==> config.mk <==
export PLATFORM = sky130hd
export DESIGN_NAME = epaper_line_data_formatter
export DESIGN_NICKNAME = d
export VERILOG_FILES = /design/src/rtl/elf_pkg.sv /design/src/rtl/elf_front.sv /design/src/rtl/elf_fifo.sv /design/src/rtl/elf_back.sv /design/src/rtl/epaper_line_data_formatter.sv
export SDC_FILE = /design/constraint.sdc
export NUM_CORES = 1
export LEC_CHECK = 0
export BUFFER_PORTS_ARGS = -buffer_cell sky130_fd_sc_hd__buf_2
export CAP_MARGIN = 25
export CORE_MARGIN = 2
export CORE_UTILIZATION = 55
export DETAILED_ROUTE_END_ITERATION = 12
export PLACE_DENSITY = 0.75
export SYNTH_ARGS = -nofsm -noshare
export SYNTH_HDL_FRONTEND = slang
export SYNTH_HIERARCHICAL = 1
export SYNTH_SLANG_ARGS = --single-unit
==> constraint.sdc <==
create_clock -name clock -period 3.4 [get_ports clock]
set_clock_uncertainty 0.1 [all_clocks]
set_input_delay 0.68 -clock clock [delete_from_list [all_inputs] [get_ports clock]]
set_output_delay 0.68 -clock clock [all_outputs]
set_load 0.03 [all_outputs]
==> src/rtl/elf_pkg.sv <==
// ----------------------------------------------------------------------------
// elf_pkg
// shared types, codes and constants of the e-paper line data formatter
// ----------------------------------------------------------------------------
package elf_pkg;

   // panel geometry
   localparam int LINE_COUNT = 128;
   localparam int SCAN_BYTES = 16;

   // depth of the queue between front and back
   localparam int FIFO_DEPTH = 2;

   // command codes
   localparam logic [1:0] CMD_START = 2'd0;
   localparam logic [1:0] CMD_PIXEL = 2'd1;
   localparam logic [1:0] CMD_END   = 2'd2;

   // update stages
   localparam logic [1:0] STAGE_COMPENSATE = 2'd0;
   localparam logic [1:0] STAGE_WHITE      = 2'd1;
   localparam logic [1:0] STAGE_INVERSE    = 2'd2;
   localparam logic [1:0] STAGE_NORMAL     = 2'd3;

   // fixed patterns
   localparam logic [7:0]  ODD_SCAN_BASE  = 8'hc0;
   localparam logic [7:0]  EVEN_SCAN_BASE = 8'h03;
   localparam logic [15:0] MASK_NIBBLE    = 16'h0f0f;
   localparam logic [15:0] MASK_PAIR      = 16'h3333;
   localparam logic [15:0] MASK_EVEN      = 16'h5555;
   localparam logic [15:0] MASK_ODD       = 16'haaaa;
   localparam logic [7:0]  BORDER_NORMAL  = 8'haa;

   typedef struct packed {
      logic [1:0] command;
      logic [6:0] line_number;
      logic [1:0] stage;
      logic       use_fixed;
      logic [7:0] fixed_byte;
      logic [7:0] image_byte;
   } req_type;

   typedef struct packed {
      logic [7:0] out_byte;
      logic       last;
   } rsp_type;

   // kind of run the back end plays out
   typedef enum logic [1:0] {
      KIND_ODD   = 2'd0,
      KIND_PIXEL = 2'd1,
      KIND_EVEN  = 2'd2
   } kind_type;

   // one classified job
   typedef struct packed {
      kind_type   kind;
      logic       hit;       // scan run has one nonzero byte
      logic [3:0] hit_idx;   // index of that byte
      logic [7:0] byte_a;    // scan byte, or pixel high byte
      logic [7:0] byte_b;    // border byte, or pixel low byte
   } job_type;

   // spread 8 pixel bits to the even positions of 16 bits
   function automatic logic [15:0] spread_bits(input logic [7:0] b);
      logic [15:0] p;
      p = {8'h00, b};
      p = (p | (p << 4)) & MASK_NIBBLE;
      p = (p | (p << 2)) & MASK_PAIR;
      p = (p | (p << 1)) & MASK_EVEN;
      return p;
   endfunction

   function automatic logic [15:0] map_stage(input logic [15:0] p, input logic [1:0] st);
      logic [15:0] w;
      unique case (st)
         STAGE_COMPENSATE: w = MASK_ODD | (p ^ MASK_EVEN);
         STAGE_WHITE:      w = MASK_EVEN + (p ^ MASK_EVEN);
         STAGE_INVERSE:    w = MASK_EVEN | ((p ^ MASK_EVEN) << 1);
         default:          w = MASK_ODD | p;
      endcase
      return w;
   endfunction

endpackage

==> src/rtl/elf_front.sv <==
// ----------------------------------------------------------------------------
// elf_front
// accepts commands, holds start-line settings and classifies each word
// ----------------------------------------------------------------------------
module elf_front (
   input  logic             clock,
   input  logic             reset,
   input  logic             req_valid,
   output logic             req_ready,
   input  elf_pkg::req_type req_data,
   output logic             job_valid,
   input  logic             job_ready,
   output elf_pkg::job_type job_data
);

   logic [6:0] held_line_ff, held_line_in;
   logic [1:0] held_stage_ff, held_stage_in;
   logic       held_fixed_mode_ff, held_fixed_mode_in;
   logic [7:0] held_fixed_byte_ff, held_fixed_byte_in;

   logic        accept;
   logic        is_start;
   logic        in_range;
   logic [15:0] word;

   assign req_ready = job_ready;
   assign accept    = req_valid & req_ready;
   assign is_start  = (req_data.command == elf_pkg::CMD_START);

   // start sees its own fields, the rest see the held copy
   always_comb begin
      held_line_in       = held_line_ff;
      held_stage_in      = held_stage_ff;
      held_fixed_mode_in = held_fixed_mode_ff;
      held_fixed_byte_in = held_fixed_byte_ff;
      if (is_start) begin
         held_line_in       = req_data.line_number;
         held_stage_in      = req_data.stage;
         held_fixed_mode_in = req_data.use_fixed;
         held_fixed_byte_in = req_data.fixed_byte;
      end
   end

   always_ff @(posedge clock) begin
      if (reset) begin
         held_line_ff       <= '0;
         held_stage_ff      <= '0;
         held_fixed_mode_ff <= 1'b0;
         held_fixed_byte_ff <= '0;
      end else if (accept) begin
         held_line_ff       <= held_line_in;
         held_stage_ff      <= held_stage_in;
         held_fixed_mode_ff <= held_fixed_mode_in;
         held_fixed_byte_ff <= held_fixed_byte_in;
      end
   end

   assign in_range = (9'(held_line_in) < 9'(elf_pkg::LINE_COUNT));
   assign word     = elf_pkg::map_stage(elf_pkg::spread_bits(req_data.image_byte),
                                        held_stage_ff);

   always_comb begin
      job_data.hit_idx = held_line_in[6:3];
      job_valid        = req_valid;
      unique case (req_data.command)
         elf_pkg::CMD_START: begin
            job_data.kind   = elf_pkg::KIND_ODD;
            job_data.hit    = held_line_in[0] & in_range;
            job_data.byte_a = elf_pkg::ODD_SCAN_BASE >> {held_line_in[2:1], 1'b0};
            job_data.byte_b = '0;
         end
         elf_pkg::CMD_PIXEL: begin
            job_data.kind   = elf_pkg::KIND_PIXEL;
            job_data.hit    = 1'b0;
            job_data.byte_a = held_fixed_mode_ff ? held_fixed_byte_ff : word[15:8];
            job_data.byte_b = held_fixed_mode_ff ? held_fixed_byte_ff : word[7:0];
         end
         elf_pkg::CMD_END: begin
            job_data.kind   = elf_pkg::KIND_EVEN;
            job_data.hit    = ~held_line_in[0] & in_range;
            job_data.byte_a = elf_pkg::EVEN_SCAN_BASE << {held_line_in[2:1], 1'b0};
            job_data.byte_b = (held_stage_ff == elf_pkg::STAGE_NORMAL) ?
                              elf_pkg::BORDER_NORMAL : 8'h00;
         end
         default: begin
            // unknown command is taken and dropped
            job_data.kind   = elf_pkg::KIND_PIXEL;
            job_data.hit    = 1'b0;
            job_data.byte_a = '0;
            job_data.byte_b = '0;
            job_valid       = 1'b0;
         end
      endcase
   end

endmodule

==> src/rtl/elf_fifo.sv <==
// ----------------------------------------------------------------------------
// elf_fifo
// short job queue between front and back
// ----------------------------------------------------------------------------
module elf_fifo #(
   parameter int DEPTH = elf_pkg::FIFO_DEPTH
) (
   input  logic             clock,
   input  logic             reset,
   input  logic             in_valid,
   output logic             in_ready,
   input  elf_pkg::job_type in_data,
   output logic             out_valid,
   input  logic             out_ready,
   output elf_pkg::job_type out_data
);

   localparam int PW = (DEPTH > 1) ? $clog2(DEPTH) : 1;
   localparam int CW = $clog2(DEPTH + 1);

   elf_pkg::job_type entry_ff [DEPTH];
   logic [PW-1:0] wr_ptr_ff, wr_ptr_in;
   logic [PW-1:0] rd_ptr_ff, rd_ptr_in;
   logic [CW-1:0] count_ff, count_in;
   logic          push, pop;

   assign in_ready  = (count_ff != CW'(DEPTH));
   assign out_valid = (count_ff != '0);
   assign out_data  = entry_ff[rd_ptr_ff];
   assign push      = in_valid & in_ready;
   assign pop       = out_valid & out_ready;

   always_comb begin
      wr_ptr_in = wr_ptr_ff;
      rd_ptr_in = rd_ptr_ff;
      count_in  = count_ff;
      if (push) begin
         wr_ptr_in = (wr_ptr_ff == PW'(DEPTH - 1)) ? '0 : wr_ptr_ff + 1'b1;
      end
      if (pop) begin
         rd_ptr_in = (rd_ptr_ff == PW'(DEPTH - 1)) ? '0 : rd_ptr_ff + 1'b1;
      end
      if (push && !pop) begin
         count_in = count_ff + 1'b1;
      end else if (pop && !push) begin
         count_in = count_ff - 1'b1;
      end
   end

   always_ff @(posedge clock) begin
      if (reset) begin
         wr_ptr_ff <= '0;
         rd_ptr_ff <= '0;
         count_ff  <= '0;
      end else begin
         wr_ptr_ff <= wr_ptr_in;
         rd_ptr_ff <= rd_ptr_in;
         count_ff  <= count_in;
      end
   end

   always_ff @(posedge clock) begin
      if (push) begin
         entry_ff[wr_ptr_ff] <= in_data;
      end
   end

endmodule

==> src/rtl/elf_back.sv <==
// ----------------------------------------------------------------------------
// elf_back
// plays out one job as a run of bytes into the output register
// ----------------------------------------------------------------------------
module elf_back #(
   parameter int SCAN_BYTES = elf_pkg::SCAN_BYTES
) (
   input  logic             clock,
   input  logic             reset,
   input  logic             job_valid,
   output logic             job_ready,
   input  elf_pkg::job_type job_data,
   output logic             rsp_valid,
   input  logic             rsp_ready,
   output elf_pkg::rsp_type rsp_data
);

   localparam int SW = $clog2(SCAN_BYTES + 1);

   logic             busy_ff, busy_in;
   elf_pkg::job_type job_ff;
   logic [SW-1:0]    cnt_ff, cnt_in;
   logic             rsp_valid_ff, rsp_valid_in;
   elf_pkg::rsp_type rsp_ff;

   logic          out_fire;
   logic          last_now;
   logic          load;
   logic [SW-1:0] scan_idx;
   logic [7:0]    byte_now;

   assign out_fire  = busy_ff & (~rsp_valid_ff | rsp_ready);
   assign load      = job_valid & (~busy_ff | (out_fire & last_now));
   assign job_ready = ~busy_ff | (out_fire & last_now);

   always_comb begin
      scan_idx = cnt_ff;
      last_now = 1'b0;
      byte_now = '0;
      unique case (job_ff.kind)
         elf_pkg::KIND_ODD: begin
            last_now = (cnt_ff == SW'(SCAN_BYTES - 1));
            if (job_ff.hit && (8'(scan_idx) == 8'(job_ff.hit_idx))) begin
               byte_now = job_ff.byte_a;
            end
         end
         elf_pkg::KIND_EVEN: begin
            // descending scan, then the border byte
            scan_idx = SW'(SCAN_BYTES - 1) - cnt_ff;
            last_now = (cnt_ff == SW'(SCAN_BYTES));
            if (last_now) begin
               byte_now = job_ff.byte_b;
            end else if (job_ff.hit && (8'(scan_idx) == 8'(job_ff.hit_idx))) begin
               byte_now = job_ff.byte_a;
            end
         end
         default: begin
            last_now = (cnt_ff == SW'(1));
            byte_now = last_now ? job_ff.byte_b : job_ff.byte_a;
         end
      endcase
   end

   always_comb begin
      busy_in = busy_ff;
      cnt_in  = cnt_ff;
      if (load) begin
         busy_in = 1'b1;
         cnt_in  = '0;
      end else if (out_fire) begin
         cnt_in = cnt_ff + 1'b1;
         if (last_now) begin
            busy_in = 1'b0;
         end
      end
      rsp_valid_in = out_fire | (rsp_valid_ff & ~rsp_ready);
   end

   always_ff @(posedge clock) begin
      if (reset) begin
         busy_ff      <= 1'b0;
         cnt_ff       <= '0;
         rsp_valid_ff <= 1'b0;
      end else begin
         busy_ff      <= busy_in;
         cnt_ff       <= cnt_in;
         rsp_valid_ff <= rsp_valid_in;
      end
   end

   always_ff @(posedge clock) begin
      if (load) begin
         job_ff <= job_data;
      end
      if (out_fire) begin
         rsp_ff.out_byte <= byte_now;
         rsp_ff.last     <= last_now;
      end
   end

   assign rsp_valid = rsp_valid_ff;
   assign rsp_data  = rsp_ff;

   a_cnt_range: assert property (@(posedge clock) disable iff (reset)
      busy_ff |-> (cnt_ff <= SW'(SCAN_BYTES)))
      else $error("step count past end of run");

   a_pixel_two: assert property (@(posedge clock) disable iff (reset)
      (busy_ff && job_ff.kind == elf_pkg::KIND_PIXEL) |-> (cnt_ff <= SW'(1)))
      else $error("pixel run longer than two bytes");

   a_run_ends: assert property (@(posedge clock) disable iff (reset)
      (out_fire && last_now && !load) |=> !busy_ff)
      else $error("back end still busy after last byte");

   a_no_drop: assert property (@(posedge clock) disable iff (reset)
      (rsp_valid_ff && !rsp_ready) |-> !out_fire)
      else $error("output register overwritten while stalled");

endmodule

==> src/rtl/epaper_line_data_formatter.sv <==
// ----------------------------------------------------------------------------
// epaper_line_data_formatter
// turns start, pixel and end commands into the panel line byte stream
// ----------------------------------------------------------------------------
// a run's first byte passes the queue entry, the back end's job register and the output register
// throughput: one output byte per cycle while rsp_ready is high; start gives
//   SCAN_BYTES bytes, pixel 2, end SCAN_BYTES + 1 at the output port
// the back end's single byte-per-cycle output register sets the rate
// reset: synchronous, active high; held line, stage and fixed fill clear to zero
// ----------------------------------------------------------------------------
module epaper_line_data_formatter #(
   parameter int SCAN_BYTES = elf_pkg::SCAN_BYTES
) (
   input  logic             clock,
   input  logic             reset,
   input  logic             req_valid,
   output logic             req_ready,
   input  elf_pkg::req_type req_data,
   output logic             rsp_valid,
   input  logic             rsp_ready,
   output elf_pkg::rsp_type rsp_data
);

   // classified jobs, front to queue
   logic             front_valid;
   logic             front_ready;
   elf_pkg::job_type front_job;

   // queue to back end
   logic             back_valid;
   logic             back_ready;
   elf_pkg::job_type back_job;

   // front: holds start settings, builds pixel words and scan hit info
   elf_front u_front (
      .clock     (clock),
      .reset     (reset),
      .req_valid (req_valid),
      .req_ready (req_ready),
      .req_data  (req_data),
      .job_valid (front_valid),
      .job_ready (front_ready),
      .job_data  (front_job)
   );

   // queue lets the front take words while the back end plays out a run
   elf_fifo #(
      .DEPTH (elf_pkg::FIFO_DEPTH)
   ) u_fifo (
      .clock     (clock),
      .reset     (reset),
      .in_valid  (front_valid),
      .in_ready  (front_ready),
      .in_data   (front_job),
      .out_valid (back_valid),
      .out_ready (back_ready),
      .out_data  (back_job)
   );

   // back end: one byte per cycle while the receiver is ready, into a registered output
   elf_back #(
      .SCAN_BYTES (SCAN_BYTES)
   ) u_back (
      .clock     (clock),
      .reset     (reset),
      .job_valid (back_valid),
      .job_ready (back_ready),
      .job_data  (back_job),
      .rsp_valid (rsp_valid),
      .rsp_ready (rsp_ready),
      .rsp_data  (rsp_data)
   );

endmodule

==> impl_metrics.yaml, run 1 <==
status:
  outcome: "finished, final reports clean"
place:
  hpwl_um: 5300
  port_buffers: 42
  pre_cts_ws_ps: 777.4
  place_area_sq_um: 4880
  gp_congestion: 0.8782
power:
  vdd_drop_max_mv: 0.2724
  comb_power_share_pct: 24.3
  leakagePower_nw: 1.839
  powerDensity_nw_per_um2: 690.6
  power.switching_w: 0.001093
  power.share.clock_pct: 21.2
  p_total_w: 0.003503
  power.internal_w: 0.002410
  netSwitchingFraction_pct: 31.19
  seqPwrFrac_pct: 54.5
die:
  die_x_um: 95.91
  rows: 33
  start_util_pct: 56.54
  die_y_um: 95.91
  fp.dieArea_sq_um: 9198
  coreArea_sq_um: 8217
  io_pins: 43
sta:
  period_share_pct: 77.80
  tightest_slew_ps: 978.7
  fmax_mhz: 378.0
  setup_tns_ps: 0
  finalMaxSlewViolations: 0
  finalHoldViolCount: 0
  setup_ws_ps: 754.7
  post-route-min-period_ps: 2645
  setup_viol: 0
  slew_headroom_pct: 34.66
  rsz0062_at_grt: "false"
logic_synthesis:
  ys_ff_latch: 108
  synthArstFlopShare_pct: 0
  synth_area_leaders: "edfxtp_1 50%, dfxtp_1 13%, mux2_2 7.3%"
  synth_enable_flop_cells: 78
  yosys.cell_types.count: 55
  synthCells: 361
  syn_area_sq_um: 4646
  synth_top_area_cell: "edfxtp_1"
  yosysTopAreaCellShare_pct: 50.42
  yosys_most_used_dff: "edfxtp_1"
  avgSynthCellArea_sq_um: 12.87
  syn_nets: 397
  ys_seq_area_share_pct: 63.35
  yosys_warnings: 6
setup_path:
  worst_path_most_repeated_cell: "ha_1"
  regToRegSetupSlack_ps: 750
  startpoint: "u_back/cnt_ff[0]"
  arrival_ps: 2840
  cp_slowest_cell: "dfxtp_1"
  critPathKind: "reg2reg"
  start_kind: "flop"
  critPathCaptureType: "flop"
  critical_path_required_ps: 3600
  path_cells: "inv_1, ha_1, nor4b_1, a32o_2, o21ai_1, nand2_1, o21ai_0, ha_1, or3_1, a21oi_1"
  max_stage_delay_ps: 430
  reg2reg_from: "u_back/cnt_ff[0]"
  critPathMaxFanout: 11
layout:
  finish.instance_area_sq_um: 5072
  fin_nets: 431
  drive_gt1_share_pct: 25.00
  final_cell_mix: "78 x edfxtp_1, 45 x nand2_1, 42 x buf_2"
  syn2layout_area_growth_pct: 9.184
  seq_area_sq_um: 2943
  antennaDiodeCount: 0
  utilization_pct: 61.73
  final_common_cell: "edfxtp_1"
  fillCellCount: 629
  multiInputGateArea_sq_um: 1535
clock_network:
  ctsHtreeMaxLevel: 3
  numClockSinks: 108
  clk_pin_slew_ps: 110
  cts_tree: "built"
  cts_setup_buffers: 0
  cts_root_buf: "clkbuf_8"
  cts_hold_buf: 0
  clk_latency_ps: 360
  cts_buffer_depth: 2
  cts-resized-gates: 0
  cts-buffers-inserted: 9
global_route:
  grt_max_degree: 27
  grt_pass1_vias: 2674
  grt_overflow: 0
  grt_pass1_wl_um: 12480
  grt.total_usage_pct: 17.97
  antenna_found_initial: 0
detailed_routing:
  dr.pass1.iters: 4
  avgViaCountPerCell: 5.453
  wire_per_inst_um: 14.52
  route.vias.total: 2754
  detailroute.wirelength.met2_um: 3543
  drt_iter0_drc: 118
  wirelength_um: 7333
  met1_length_um: 3333
  wl_met3_um: 356
  topRoutingLayerUsed: "met4"
  drcViolationCount: 0
  drtAntennaViolNets: 0
worst_hold_path:
  hp-class: "reg2reg"
  worstHoldStart: "u_front/held_line_ff[5]"
run:
  drv_cap: 0
==> cell families (layout without fill, tap and decap cells) <==
family,count (synthesis),in the layout,share of synthesized area (%)
flip-flops,108,108,63.35
AND/OR/NAND/NOR,102,102,11.66
AO/OA/AOI/OAI,71,71,10.26
multiplexers,32,32,7.703
buffers and inverters,32,71,3.690
XOR/XNOR,12,12,2.262
adder cells (fa/ha/maj),4,4,1.077
==> power groups by stage <==
stage / clock (W) / sequential (W) / combinational, W
finish: 0.000741 / 0.00191 / 0.000851
global route: 0.000810 / 0.00194 / 0.000949
CTS: 0.000756 / 0.00192 / 0.000859
detailed placement: 0 / 0.00195 / 0.000851
global placement: 0 / 0.00194 / 0.000835
floorplan: 0 / 0.00197 / 0.000622
==> cell type report <==
type / count / share of cell area, %
clock buffers: 9 / 2.442
clock inverters: 7 / 1.357
inverters: 10 / 0.7400
multi-input cells: 221 / 30.27
flip-flops and latches: 108 / 58.02
well taps: 105 / 2.590
repair buffers: 45 / 4.588
==> critical path, delay by kind of cell (launching register included) <==
| kind | cells | cell delay [ps] |
|---|---|---|
| simple gates | 3 | 570 |
| flops | 1 | 430 |
| fa+ha+maj | 2 | 520 |
| compound gates | 4 | 860 |
| buf+inv | 1 | 100 |
==> metrics by stage <==
stage | instances | hold WS (ps)
finish | 505 | 363.7
global route | 505 | 378.4
CTS | 505 | 361.9
detailed placement | 489 | 347.2
global placement | 489 | 339.2
floorplan | 361 | 333.2
==> layer usage <==
metal,vias up,GRT usage [%]
met2,84,28.67
met5,-,0
met4,0,8.929
li1,1394,-
met1,1270,24.14
met3,6,2.741
==> worst paths after layout <==
check	end	cells past startpoint
worst max register to register	u_fifo/count_ff[1]	10
worst max-delay path	u_fifo/count_ff[1]	10
worst min register to register	u_front/held_line_ff[5]	2
worst min-delay path	u_front/held_line_ff[5]	2
==> state kept, by name (all words and copies together) (netlist names), 2 cells and up, named ones only <==
signal	flops
u_back/cnt_ff	5
u_back/job_ff	23
u_back/rsp_data	9
u_fifo/entry_ff	46
u_front/held_fixed_byte_ff	8
u_front/held_stage_ff	2
u_front/held_line_ff	7
u_fifo/count_ff	2
==> synthesized netlist by cell type (5+ instances only) <==
library cell and n:
inv_1 10, buf_2 5, dfxtp_1 30, o21ai_0 14, nor2_1 9, nor3_1 6
buf_4 10, mux2_2 30, clkbuf_1 5, xor2_1 10, nor2b_1 5, edfxtp_1 78
a21oi_1 26, nor3b_1 8, nand2_1 45, a22o_1 8
Note: power is estimated with default switching activity, not from simulation.
==> inputs of run 2 (changes only) <==
==> constraint.sdc (replaced) <==
create_clock -name clock -period 2.75 [get_ports clock]
set_clock_uncertainty 0.1 [all_clocks]
set_input_delay 0.55 -clock clock [delete_from_list [all_inputs] [get_ports clock]]
set_output_delay 0.55 -clock clock [all_outputs]
set_load 0.03 [all_outputs]
==> impl_metrics.yaml, run 2 (synthesis results as in run 1) <==
layout:
  final_common_cell: "edfxtp_1"
  largest_register: "u_fifo/entry_ff"
  syn2layout_area_growth_pct: 9.723
  antennaDiodeCount: 0
  final_cell_mix: "78 x edfxtp_1, 45 x nand2_1, 42 x buf_2"
  drive_gt1_share_pct: 25.74
  largest_reg_flops: 46
  fin_nets: 435
  finalNonFillerCells: 509
  utilization_pct: 62.04
  finish.instance_area_sq_um: 5097
sta:
  slew_headroom_pct: 57.68
  finalHoldViolCount: 0
  fmax_mhz: 401.0
  rsz0062_at_grt: "false"
  setup_viol: 0
  post-route-min-period_ps: 2494
  tightest_slew_ps: 630.3
  period_share_pct: 90.68
  finalMaxSlewViolations: 0
  setup_tns_ps: 0
die:
  fp.dieArea_sq_um: 9198
  start_util_pct: 56.54
  rows: 33
  die_y_um: 95.91
  io_pins: 43
  coreArea_sq_um: 8217
  die_x_um: 95.91
setup_path:
  critPathKind: "reg2reg"
  critPathCaptureType: "flop"
  arrival_ps: 2700
  cp_slowest_cell: "dfxtp_1"
  path_cells: "inv_1, ha_1, nor4b_1, a32o_2, o21ai_1, nand2_1, o21ai_0, ha_1, or3_1, a21oi_1"
  max_stage_delay_ps: 410
  worst_path_most_repeated_cell: "ha_1"
  critPathBufInv: 1
  path_delay_family: "compound AO/OA/AOI/OAI gates"
  critPathMaxFanout: 5
  critical_path_required_ps: 2950
  start_kind: "flop"
detailed_routing:
  route.vias.total: 2734
  drt_iter0_drc: 137
  drtAntennaViolNets: 0
  drcViolationCount: 0
  wirelength_um: 7674
  wire_per_inst_um: 15.08
  dr.pass1.iters: 4
  avgViaCountPerCell: 5.371
clock_network:
  numClockSinks: 108
  cts_hold_buf: 0
  cts-resized-gates: 0
  cts_setup_buffers: 0
  cts_tree: "built"
  cts-buffers-inserted: 9
  clk_pin_slew_ps: 100
  cts_buffer_depth: 2
  ctsHtreeMaxLevel: 3
  clk_latency_ps: 360
  cts_root_buf: "clkbuf_8"
global_route:
  grt_util_met3_pct: 4.307
  antenna_found_initial: 0
  use_met1_pct: 26.58
  top_usage_layer: "met2"
  grt_overflow: 0
  grt.total_usage_pct: 18.25
  grt_pass1_vias: 2568
  grt_max_degree: 27
  grt_pass1_wl_um: 12610
  met2_usage_pct: 27.45
place:
  hpwl_um: 5377
  port_buffers: 42
  dp.cells: 493
  place_area_sq_um: 4910
  gp_congestion: 0.8288
status:
  outcome: "finished, final reports clean"
run:
  drv_cap: 0
power:
  vdd_drop_max_mv: 0.3002
  netSwitchingFraction_pct: 31.36
  comb_power_share_pct: 26.2
  power.switching_w: 0.001364
  power.share.clock_pct: 20.7
  powerDensity_nw_per_um2: 853.2
  leakagePower_nw: 1.850
  power.internal_w: 0.002985
  p_total_w: 0.004349
  seqPwrFrac_pct: 53.1
worst_hold_path:
  hp-class: "in2reg"
==> run 2: cell count changes in the layout (fill, tap and decap cells not counted), sizes merged <==
cell      delta
buf          +4
clkbuf       +1
clkinvlp     +1
inv          -2
==> run 2: final cells by class <==
cell class | instances | area, sq um
Sequential cell | 108 | 2944
Fill cell | 669 | 3119
Inverter | 10 | 37.54
Clock buffer | 10 | 127.6
Tap cell | 105 | 131.4
Multi-Input combinational cell | 221 | 1535
Timing Repair Buffer | 49 | 262.8
Clock inverter | 6 | 58.81
==> run 2: metrics by stage <==
| stage | setup WS [ps] | hold WS, ps |
|---|---|---|
| after floorplan | 184.2 | 333.2 |
| after global placement | 297.5 | 338.9 |
| after detailed placement | 232.5 | 345.8 |
| after CTS | 196.9 | 303.2 |
| after global routing | 26.42 | 313.6 |
| final | 256.3 | 315.7 |
==> run 2: worst paths after layout <==
check / cells after the start / slack [ps] / from / end
worst max-delay path: 10 / 260 / u_back/cnt_ff[1] / u_fifo/count_ff[1]
worst min-delay path: 3 / 320 / req_data[13] / u_front/held_fixed_byte_ff[5]
worst max register to register: 10 / 260 / u_back/cnt_ff[1] / u_fifo/count_ff[1]
worst min register to register: 2 / 360 / u_front/held_line_ff[0] / u_front/held_line_ff[0]
==> run 2: routing by layer <==
metal / wire length, um / vias up
met5: 0 / -
met4: 91 / 0
met3: 265 / 8
met2: 3399 / 49
met1: 3918 / 1279
li1: - / 1398
==> run 2: tightest hold or removal path, cell delays in order <==
cell,delay [ps]
buf_2,90
nand2_1,50
a21oi_1,50
==> run 2: power by group through the flow <==
| stage | Sequential [W] | Combinational (W) | Clock, W |
|---|---|---|---|
| finish | 0.00231 | 0.00114 | 0.000899 |
| global route | 0.00235 | 0.00125 | 0.000991 |
| CTS | 0.00231 | 0.00115 | 0.000917 |
| detailed placement | 0.00235 | 0.00114 | 0 |
| global placement | 0.00233 | 0.00112 | 0 |
| floorplan | 0.00243 | 0.000774 | 0 |
==> inputs of run 3 (changes only) <==
--- a/config.mk
+++ b/config.mk
@@ -9,8 +9,9 @@
 export CAP_MARGIN = 25
 export CORE_MARGIN = 2
 export CORE_UTILIZATION = 55
+export CTS_BUF_LIST = sky130_fd_sc_hd__clkbuf_2
 export DETAILED_ROUTE_END_ITERATION = 12
-export PLACE_DENSITY = 0.75
+export PLACE_DENSITY_LB_ADDON = 0.3
 export SYNTH_ARGS = -nofsm -noshare
 export SYNTH_HDL_FRONTEND = slang
 export SYNTH_HIERARCHICAL = 1
==> impl_metrics.yaml, run 3 (synthesis results as in run 1) <==
status:
  outcome: "finished, final reports clean"
power:
  netSwitchingFraction_pct: 32.79
  power.internal_w: 0.002791
  power.switching_w: 0.001362
  powerDensity_nw_per_um2: 825.0
  comb_power_share_pct: 27.3
  power.share.clock_pct: 17.1
  vdd_drop_max_mv: 0.2996
  leakagePower_nw: 1.834
  seqPwrFrac_pct: 55.6
setup_path:
  regToRegSetupSlack_ps: 190
  r2r_cells: 10
  critPathMaxFanout: 5
  critPathKind: "reg2reg"
  critPathCaptureType: "flop"
  arrival_ps: 3020
  critical_path_required_ps: 3210
  endpoint: "u_fifo/count_ff[1]"
  reg2reg_from: "u_back/cnt_ff[0]"
  start_kind: "flop"
  startpoint: "u_back/cnt_ff[0]"
  r2r_end: "u_fifo/count_ff[1]"
clock_network:
  cts_root_buf: "clkbuf_2"
  numClockSinks: 108
  clk_pin_slew_ps: 320
  cts_hold_buf: 0
  cts_buffer_depth: 2
  ctsHtreeMaxLevel: 3
  cts_tree: "built"
  cts-buffers-inserted: 9
  clk_latency_ps: 590
run:
  drv_cap: 0
detailed_routing:
  drtAntennaViolNets: 0
  wirelength_um: 7610
  avgViaCountPerCell: 5.379
  route.vias.total: 2738
  dr.pass1.iters: 4
  drcViolationCount: 0
  wire_per_inst_um: 14.95
  drt_iter0_drc: 103
sta:
  finalMaxSlewViolations: 0
  tightest_slew_ps: 607.5
  post-route-min-period_ps: 2563
  slew_headroom_pct: 59.21
  fmax_mhz: 390.1
  rsz0062_at_grt: "false"
  finalHoldViolCount: 0
  setup_viol: 0
  setup_tns_ps: 0
  period_share_pct: 93.21
layout:
  fin_nets: 435
  final_common_cell: "edfxtp_1"
  final_cell_mix: "78 x edfxtp_1, 45 x nand2_1, 42 x buf_2"
  finish.instance_area_sq_um: 5035
  utilization_pct: 61.28
  drive_gt1_share_pct: 25.99
  antennaDiodeCount: 0
  largest_reg_flops: 46
  largest_register: "u_fifo/entry_ff"
  syn2layout_area_growth_pct: 8.376
die:
  die_y_um: 95.91
  rows: 33
  io_pins: 43
  coreArea_sq_um: 8217
  start_util_pct: 56.54
  die_x_um: 95.91
  fp.dieArea_sq_um: 9198
global_route:
  grt_overflow: 0
  grt_pass1_wl_um: 12480
  grt.total_usage_pct: 18.10
  antenna_found_initial: 0
  grt_max_degree: 27
  grt_pass1_vias: 2602
place:
  port_buffers: 42
  gp_congestion: 0.8734
  hpwl_um: 5528
  place_area_sq_um: 4910
worst_hold_path:
  hp-class: "in2reg"
run 3: final cells by class:
type	instances	area, sq um
timing repair buffer	49	262.8
sequential	108	2944
tap	105	131.4
inverter	10	37.54
multi-input combinational	221	1535
fill	668	3182
clock inverter	7	78.83
clock buffer	9	45.04
run 3: worst min-delay path by stage:
stage | from | end | slack, ps | depth (start not counted)
after floorplan | u_front/held_fixed_byte_ff[1] | u_front/held_fixed_byte_ff[1] | 330 | 2
after global placement | u_front/held_line_ff[5] | u_front/held_line_ff[5] | 340 | 2
after detailed placement | u_front/held_line_ff[5] | u_front/held_line_ff[5] | 340 | 2
after CTS | req_data[13] | u_front/held_fixed_byte_ff[5] | 20 | 3
after global routing | req_data[13] | u_front/held_fixed_byte_ff[5] | 9 | 3
final | req_data[13] | u_front/held_fixed_byte_ff[5] | 50 | 3
run 3: metrics by stage:
stage	power, W	cells	worst slack [ps]	hold WS (ps)
4_1_cts	0.004187	509	133.7	20.66
5_1_grt	0.004399	509	28.61	9.094
3_3_place_gp	0.003447	493	294.7	338.7
6_report	0.004154	509	186.7	45.37
3_5_place_dp	0.003486	493	199.2	344.2
2_1_floorplan	0.003202	361	184.2	333.2
run 3: worst max-delay path, cell delays in order, from the launching register on:
cell	delay (ps)
dfxtp_2	450
inv_1	80
ha_1	200
nor4b_1	140
a32o_2	280
o21ai_1	210
nand2_1	70
o21ai_0	150
ha_1	330
or3_1	370
a21oi_1	150
run 3: metal layers:
metal / GRT usage, % / share of wire, %
met5: 0 / 0
met4: 8.095 / 2.1
met3: 3.602 / 3.3
met2: 29.60 / 48
met1: 23.45 / 47
run 3: repair_timing:
item,CTS,global route
setup endpoints to repair,0,1
gates resized for setup,0,1
setup buffers,0,0
run 3: power by group through the flow:
stage	combinational (W)	sequential [W]	clock, W
after floorplan	0.000774	0.00243	0
after global placement	0.00111	0.00233	0
after detailed placement	0.00113	0.00235	0
after CTS	0.00114	0.00231	0.000733
after global routing	0.00125	0.00234	0.000804
final	0.00113	0.00231	0.000710
